### config.mk
export PLATFORM = sky130hd
export DESIGN_NAME = bamb_div
export DESIGN_NICKNAME = d
export VERILOG_FILES = /design/src/design/bamb_pkg.sv /design/src/design/bamb_div.sv
export SDC_FILE = /design/constraint.sdc
export NUM_CORES = 1
export LEC_CHECK = 0
export ABC_AREA = 1
export BUFFER_PORTS_ARGS = -buffer_cell sky130_fd_sc_hd__buf_2
export CELL_PAD_IN_SITES_DETAIL_PLACEMENT = 0
export CELL_PAD_IN_SITES_GLOBAL_PLACEMENT = 2
export CORE_ASPECT_RATIO = 1.2
export CORE_MARGIN = 5
export CORE_UTILIZATION = 23
export CTS_BUF_LIST = sky130_fd_sc_hd__clkbuf_16
export CTS_CLUSTER_SIZE = 16
export DETAILED_ROUTE_END_ITERATION = 16
export GPL_TIMING_DRIVEN = 0
export HOLD_SLACK_MARGIN = 0.05
export PLACE_DENSITY_LB_ADDON = 0.1
export SYNTH_ARGS = -nofsm -noshare
export SYNTH_HDL_FRONTEND = slang
export SYNTH_SLANG_ARGS = --single-unit
### constraint.sdc
create_clock -name clk_i -period 5 [get_ports clk_i]
set_clock_uncertainty 0.05 [all_clocks]
set_input_delay 0.25 -clock clk_i [delete_from_list [all_inputs] [get_ports clk_i]]
set_output_delay 0.25 -clock clk_i [all_outputs]
set_load 0.03 [all_outputs]
### src/design/bamb_pkg.sv
package bamb_pkg;

  // magnitude of a divider numerator, up to the 2^50 clamp
  localparam int unsigned NUM_W   = 51;
  // divisor: r^2 + x^2, t^2 (t up to 2^28) or t
  localparam int unsigned DEN_W   = 57;
  // signed intermediate admittance values
  localparam int unsigned VAL_W   = 52;
  // extra quotient bits past the integer part, up to 2 * 28
  localparam int unsigned SHIFT_W = 6;
  // effective tap ratio, wide enough for 1.0 at the largest fraction width
  localparam int unsigned TAP_W   = 29;

  localparam logic [VAL_W-1:0] CAP = 52'h4000000000000;

  typedef struct packed {
    logic               start;
    logic               neg;
    logic [NUM_W-1:0]   num;
    logic [DEN_W-1:0]   den;
    logic [SHIFT_W-1:0] shift;
  } div_req_t;

  typedef struct packed {
    logic                    done;
    logic                    sat;
    logic signed [VAL_W-1:0] quot;
  } div_rsp_t;

endpackage

### src/design/bamb_div.sv
module bamb_div (
  input  logic                clk_i,
  input  logic                rst_ni,
  input  bamb_pkg::div_req_t  req_i,
  output bamb_pkg::div_rsp_t  rsp_o
);

  import bamb_pkg::*;

  localparam int unsigned CNT_W = $clog2(NUM_W + (1 << SHIFT_W));

  logic             busy_q, busy_d;
  logic             done_q, done_d;
  logic [CNT_W-1:0] cnt_q, cnt_d;
  logic             ovf_q, ovf_d;
  logic             neg_q, neg_d;
  logic [NUM_W-1:0] num_q, num_d;
  logic [DEN_W-1:0] den_q, den_d;
  logic [DEN_W-1:0] rem_q, rem_d;
  logic [VAL_W-1:0] quo_q, quo_d;
  logic [DEN_W:0]   trial;
  logic             fits;
  logic             over;
  logic [VAL_W-1:0] mag;

  // restoring division, one quotient bit per cycle, numerator then zeros
  always_comb begin
    trial  = {rem_q, num_q[NUM_W-1]};
    fits   = trial >= {1'b0, den_q};
    busy_d = busy_q;
    done_d = 1'b0;
    cnt_d  = cnt_q;
    ovf_d  = ovf_q;
    neg_d  = neg_q;
    num_d  = num_q;
    den_d  = den_q;
    rem_d  = rem_q;
    quo_d  = quo_q;
    if (req_i.start) begin
      busy_d = 1'b1;
      cnt_d  = CNT_W'(NUM_W) + CNT_W'(req_i.shift);
      ovf_d  = 1'b0;
      neg_d  = req_i.neg;
      num_d  = req_i.num;
      den_d  = req_i.den;
      rem_d  = '0;
      quo_d  = '0;
    end else if (busy_q) begin
      num_d = num_q << 1;
      rem_d = fits ? DEN_W'(trial - {1'b0, den_q}) : trial[DEN_W-1:0];
      quo_d = {quo_q[VAL_W-2:0], fits};
      ovf_d = ovf_q | quo_q[VAL_W-1];
      cnt_d = cnt_q - CNT_W'(1);
      if (cnt_q == CNT_W'(1)) begin
        busy_d = 1'b0;
        done_d = 1'b1;
      end
    end
  end

  always_ff @(posedge clk_i or negedge rst_ni) begin
    if (!rst_ni) begin
      busy_q <= 1'b0;
      done_q <= 1'b0;
      cnt_q  <= '0;
    end else begin
      busy_q <= busy_d;
      done_q <= done_d;
      cnt_q  <= cnt_d;
    end
  end

  always_ff @(posedge clk_i) begin
    ovf_q <= ovf_d;
    neg_q <= neg_d;
    num_q <= num_d;
    den_q <= den_d;
    rem_q <= rem_d;
    quo_q <= quo_d;
  end

  // clamp the magnitude at 2^50, then restore the sign
  assign over       = ovf_q || (quo_q > CAP);
  assign mag        = over ? CAP : quo_q;
  assign rsp_o.done = done_q;
  assign rsp_o.sat  = over;
  assign rsp_o.quot = neg_q ? $signed(-mag) : $signed(mag);

endmodule

* Word level (Yosys, flattened, before mapping)
Cells that the tools add are included.
** Storage, ports and cells
- Register bits after elaboration :: 228
- Input port bits :: 118
- Word-level logic and storage cells :: 32
- Output and inout port bits :: 54
** Cells by class
- Muxes and demuxes :: 13
- Equality and inequality tests :: 1
- Order comparisons :: 2
- Bitwise gates (word level) :: 1
- Add/sub/neg operators :: 4
- Reduce and logical (&&, ||, !) cells :: 2
** Operator list (number)
- 2-to-1 mux 52 bit :: 2
- 2-to-1 mux 51 bit :: 2
- greater-or-equal comparator 58 x 57 -> 1 bit :: 1
- 2-to-1 mux 57 bit :: 1
- subtractor 57 bit :: 1
- > comparator 52 x 51 -> 1 bit, second input constant :: 1
- negator 52 bit :: 1
- 2-to-1 mux 7 bit :: 2
- adder 6 x 6 -> 7 bit, first input constant :: 1
- equality test 7 x 1 -> 1 bit, second input constant :: 1
- subtractor 7 x 1 -> 7 bit, second input constant :: 1
- 2-to-1 mux 1 bit :: 6
- nonzero test 2 bit :: 1
- logical OR 1 bit :: 1
- bitwise OR 1 bit :: 1

* Logic depth before layout (Yosys ltp)
- Depth after elaboration :: 5
- Depth in mapped cells :: 22
- Mapped depth without buffers :: 20

* Least setup slack after synthesis
OpenSTA, ideal clock, no wires.
- Kind :: reg2out
- From :: reg quo_q[6]
- To :: out rsp_o[32] (netlist bit)
- Data required time :: 4700 ps
- Cell stages (with the launch flop) :: 20
- Path buffers :: 2
- Data arrival time :: 2738 ps
- Slack :: 1962 ps
- Cells stage by stage :: dfxtp_1 nor2_1 nand2_1 nor2_1 nand2_1 nor2_1 nand2_2 nand2_4 nand2_4 buf_6 clkbuf_1 nor2_1 inv_1 ha_1 nand2_1 nor2_2 nand3_2 nand2_2 nand2_1 xnor2_1
** RTL lines
- start, declared :: RTL line bamb_div.sv:20 : logic [VAL_W-1:0] quo_q, quo_d;
- start signal, assigned :: RTL line bamb_div.sv:79 : quo_q <= quo_d;
- end, declared :: RTL line bamb_div.sv:5 : output bamb_pkg::div_rsp_t rsp_o

==> metrics.txt <==
YS warnings 0; post-route ant nets 0; Final period util about nine tenths; Main synth FF type dfxtp_1; worst skew pair latency roughly 0.58 ns; Post-Route WL 64.03 mm; WS Path Type flip-flop to output pin; Num CTS Buffers 28; Final #Nets 2618; # resized after CTS 0; Slew Limit Fails 0; Mapped Area approximately 15000 sq um; CTS Buffer Depth 3; Avg Vias per Cell ~4.5; Final min period 4.582 ns; number of global-route vias before repair ~15000; Critical Path Max Stage Delay ~0.45 ns; M2 GR Usage between 30% and 40%; VDD IR-drop max 0.2957 mV; Area contributors post-synth edfxtp_1 (22%), nand2_1 (15%), dfxtp_1 (15%), inv_1 (6.9%), nor2_1 (6.4%); Post-CTS Setup Bufs 0; Post-synth EDFFs approximately 110; CP Capture Type output pin; worst-path cell chain inv_1, nand2_1, nor2_2, nand2_1, nor2_1, nand2_2, nand2_4, nand2_4, buf_6, clkbuf_1, nor2_1, inv_1, ha_1, nand2_1, nor2_2, nand3_2, nand2_2, nand2_1, xnor2_1, buf_2; WP data required 4.70 ns; Inst Count DP 3125; Peak Freq 218.3 MHz; GR peak layer met2; clock transition at the registers of the reported paths 0.06 ns; Rel. slew slack a little under a third; Post-CTS Hold Buffers 115; Hold Path Class input pin to flip-flop; GP Congestion 0.8810; crit path max-delay cell type clkbuf_1; flop2flop setup slack 1.51 ns; Die H 289.7 um; Crit path max-delay family simple AND/OR/NAND/NOR gates; Port-buffer cells around 170; most common cell in the netlist nand2_1; ant diodes 0; H-tree depth 1; worst hold start req_i[1]; final setup vio count 0; dominant cell type by area after synthesis edfxtp_1; wire per inst 19.45 um; first-pass GRT wire length 94.47 mm; Cell Pwr Density 496.0 nW/um^2; row count roughly 100; Distinct cells, synth 51; GRT overflow 0; Layout Cells excl Fill 3292; DIE WIDTH 243.1 um; Synthesized Nets 2301; met3 Usage GRT 1.794%; Bufs and invs on worst path 5; DRT Pass-1 Iters 7; dpl ws 0.8089 ns; TNS Setup 0 ns; Critical Path AT 4.28 ns; clock root buffer clkbuf_16; Max-Cap Viols 0; HPWL after DPL 51.94 mm; Worst Path Max Fanout 10; Hold Crit Depth 4; TritonCTS clock tree yes; R2R depth 16; Hold Path End cnt_q[1]$_DFFE_PN0P_; met1 Use GR 19.86%; GRT Resource Usage Total 17.52%; synthesized area per cell about 7.1 sq um; Post-synth top cells nand2_1 (601), inv_1 (274), nor2_1 (256); top-area cell type share of the netlist area 21.82%; die footprint 70440 sq um; Initial Util 23.23%; Initial DRC Count 583; capture point of the worst reg-to-reg path rem_q[25]$_SDFFE_PP0P_; CTS sink cnt 228; share of cells above drive strength 1 between 10% and 20%; area grow syn2layout 26.27%; IO Count approximately 170; DRC violations left 0; Cells after Synth 2121; P_leak a little under 9 nW; Least-Margin Pin Slew ~1.0 ns; Yosys reg bits 228; initial antenna violation count 0; asr flop ratio synth slightly below 4%; fin worst setup slack 0.4185 ns; via count 14860; post-synthesis sequential area ratio 38.00%; largest net degree at the start of global routing 60; Hold Violations, Final 0; outcome finished, final reports clean; CP dominant cell by count nand2_1; RSZ-0062 raised after global routing false; R2R Path Start num_q[50]$_DFFE_PP_; Setup crit start kind flip-flop; placeable core region 64580 sq um
area by class of cell:
class,count,area [sq um]
timing repair buffer,287,2037
tap,832,1041
fill,7291,45640
sequential,228,5700
clock inverter,24,157.7
clock buffer,28,700.7
multi-input combinational,1543,7890
inverter,282,1059
buffer,68,354.1
per-stage QoR:
step                hold slack, ns  cell area, sq um  util, %  total power, W
floorplan                 -0.09559             15000        -        0.005697
global placement           0.07303             16900    26.16        0.007528
detailed placement         0.07481             16930    26.22        0.007498
CTS                        0.05968             18940    29.33        0.009604
global route               0.09333             18940    29.33         0.01014
finish                     0.08558             18940    29.33        0.009393
cells in the final DEF, fill, tap and decap left out, types with 61 or more instances in the layout:
| master | count |
|---|---|
| dlygate4sd3_1 | 115 |
| edfxtp_1 | 109 |
| nand3_1 | 67 |
| ha_1 | 61 |
| a21oi_1 | 107 |
| inv_1 | 285 |
| dfxtp_1 | 110 |
| nor2_1 | 256 |
| nand2_1 | 601 |
| buf_2 | 176 |
| o21ai_0 | 114 |
layer usage:
layer	part of all wire, %	up-vias
met4	4.0	0
met3	3.0	99
li1	-	7576
met2	53	279
met1	40	6904
met5	0	-
worst min-delay path, stage by stage:
cell and delay [ns]:
buf_2 0.11, inv_1 0.05, ha_1 0.13, o221ai_1 0.12
worst max path at each step:
stage | endpoint | from | cells past startpoint | slack (ns)
after floorplan | rsp_o[32] | quo_q[6]$_SDFFE_PP0P_ | 19 | 1.96
after global placement | num_q[14]$_DFFE_PP_ | req_i[115] | 5 | -0.70
after detailed placement | rsp_o[32] | quo_q[0]$_SDFFE_PP0P_ | 20 | 0.81
after CTS | rsp_o[32] | quo_q[0]$_SDFFE_PP0P_ | 20 | 0.16
after global routing | rsp_o[32] | quo_q[6]$_SDFFE_PP0P_ | 20 | 0.06
final | rsp_o[32] | quo_q[45]$_SDFFE_PP0P_ | 20 | 0.42
sequential cells by signal (all words and copies together), names as in the netlist:
| name | count |
|---|---|
| neg_q | 1 |
| num_q | 51 |
| ovf_q | 1 |
| rem_q | 57 |
| den_q | 57 |
| busy_q | 1 |
| quo_q | 52 |
| done_q | 1 |
| cnt_q | 7 |
power breakdown:
part / total (W) / switching, W / leakage, nW / internal (W)
logic: 0.00494 / 0.00340 / 6.33 / 0.00154
clock network: 0.00194 / 0.000869 / 0.458 / 0.00107
registers: 0.00251 / 0.000213 / 2.13 / 0.00230
total: 0.00939 / 0.00449 / 8.92 / 0.00491
cell families (layout without fill, tap and decap cells):
| logic type | count (synthesis) | in the layout | synth area share [%] |
|---|---|---|---|
| AND/OR/NAND/NOR | 998 | 998 | 27.02 |
| XOR/XNOR | 75 | 75 | 4.379 |
| flip-flops | 228 | 228 | 38.00 |
| AO/OA/AOI/OAI | 408 | 408 | 15.98 |
| buffers and inverters | 350 | 689 | 9.393 |
| adder cells (fa/ha/maj) | 62 | 62 | 5.222 |
(Power assumes the default switching activity.)
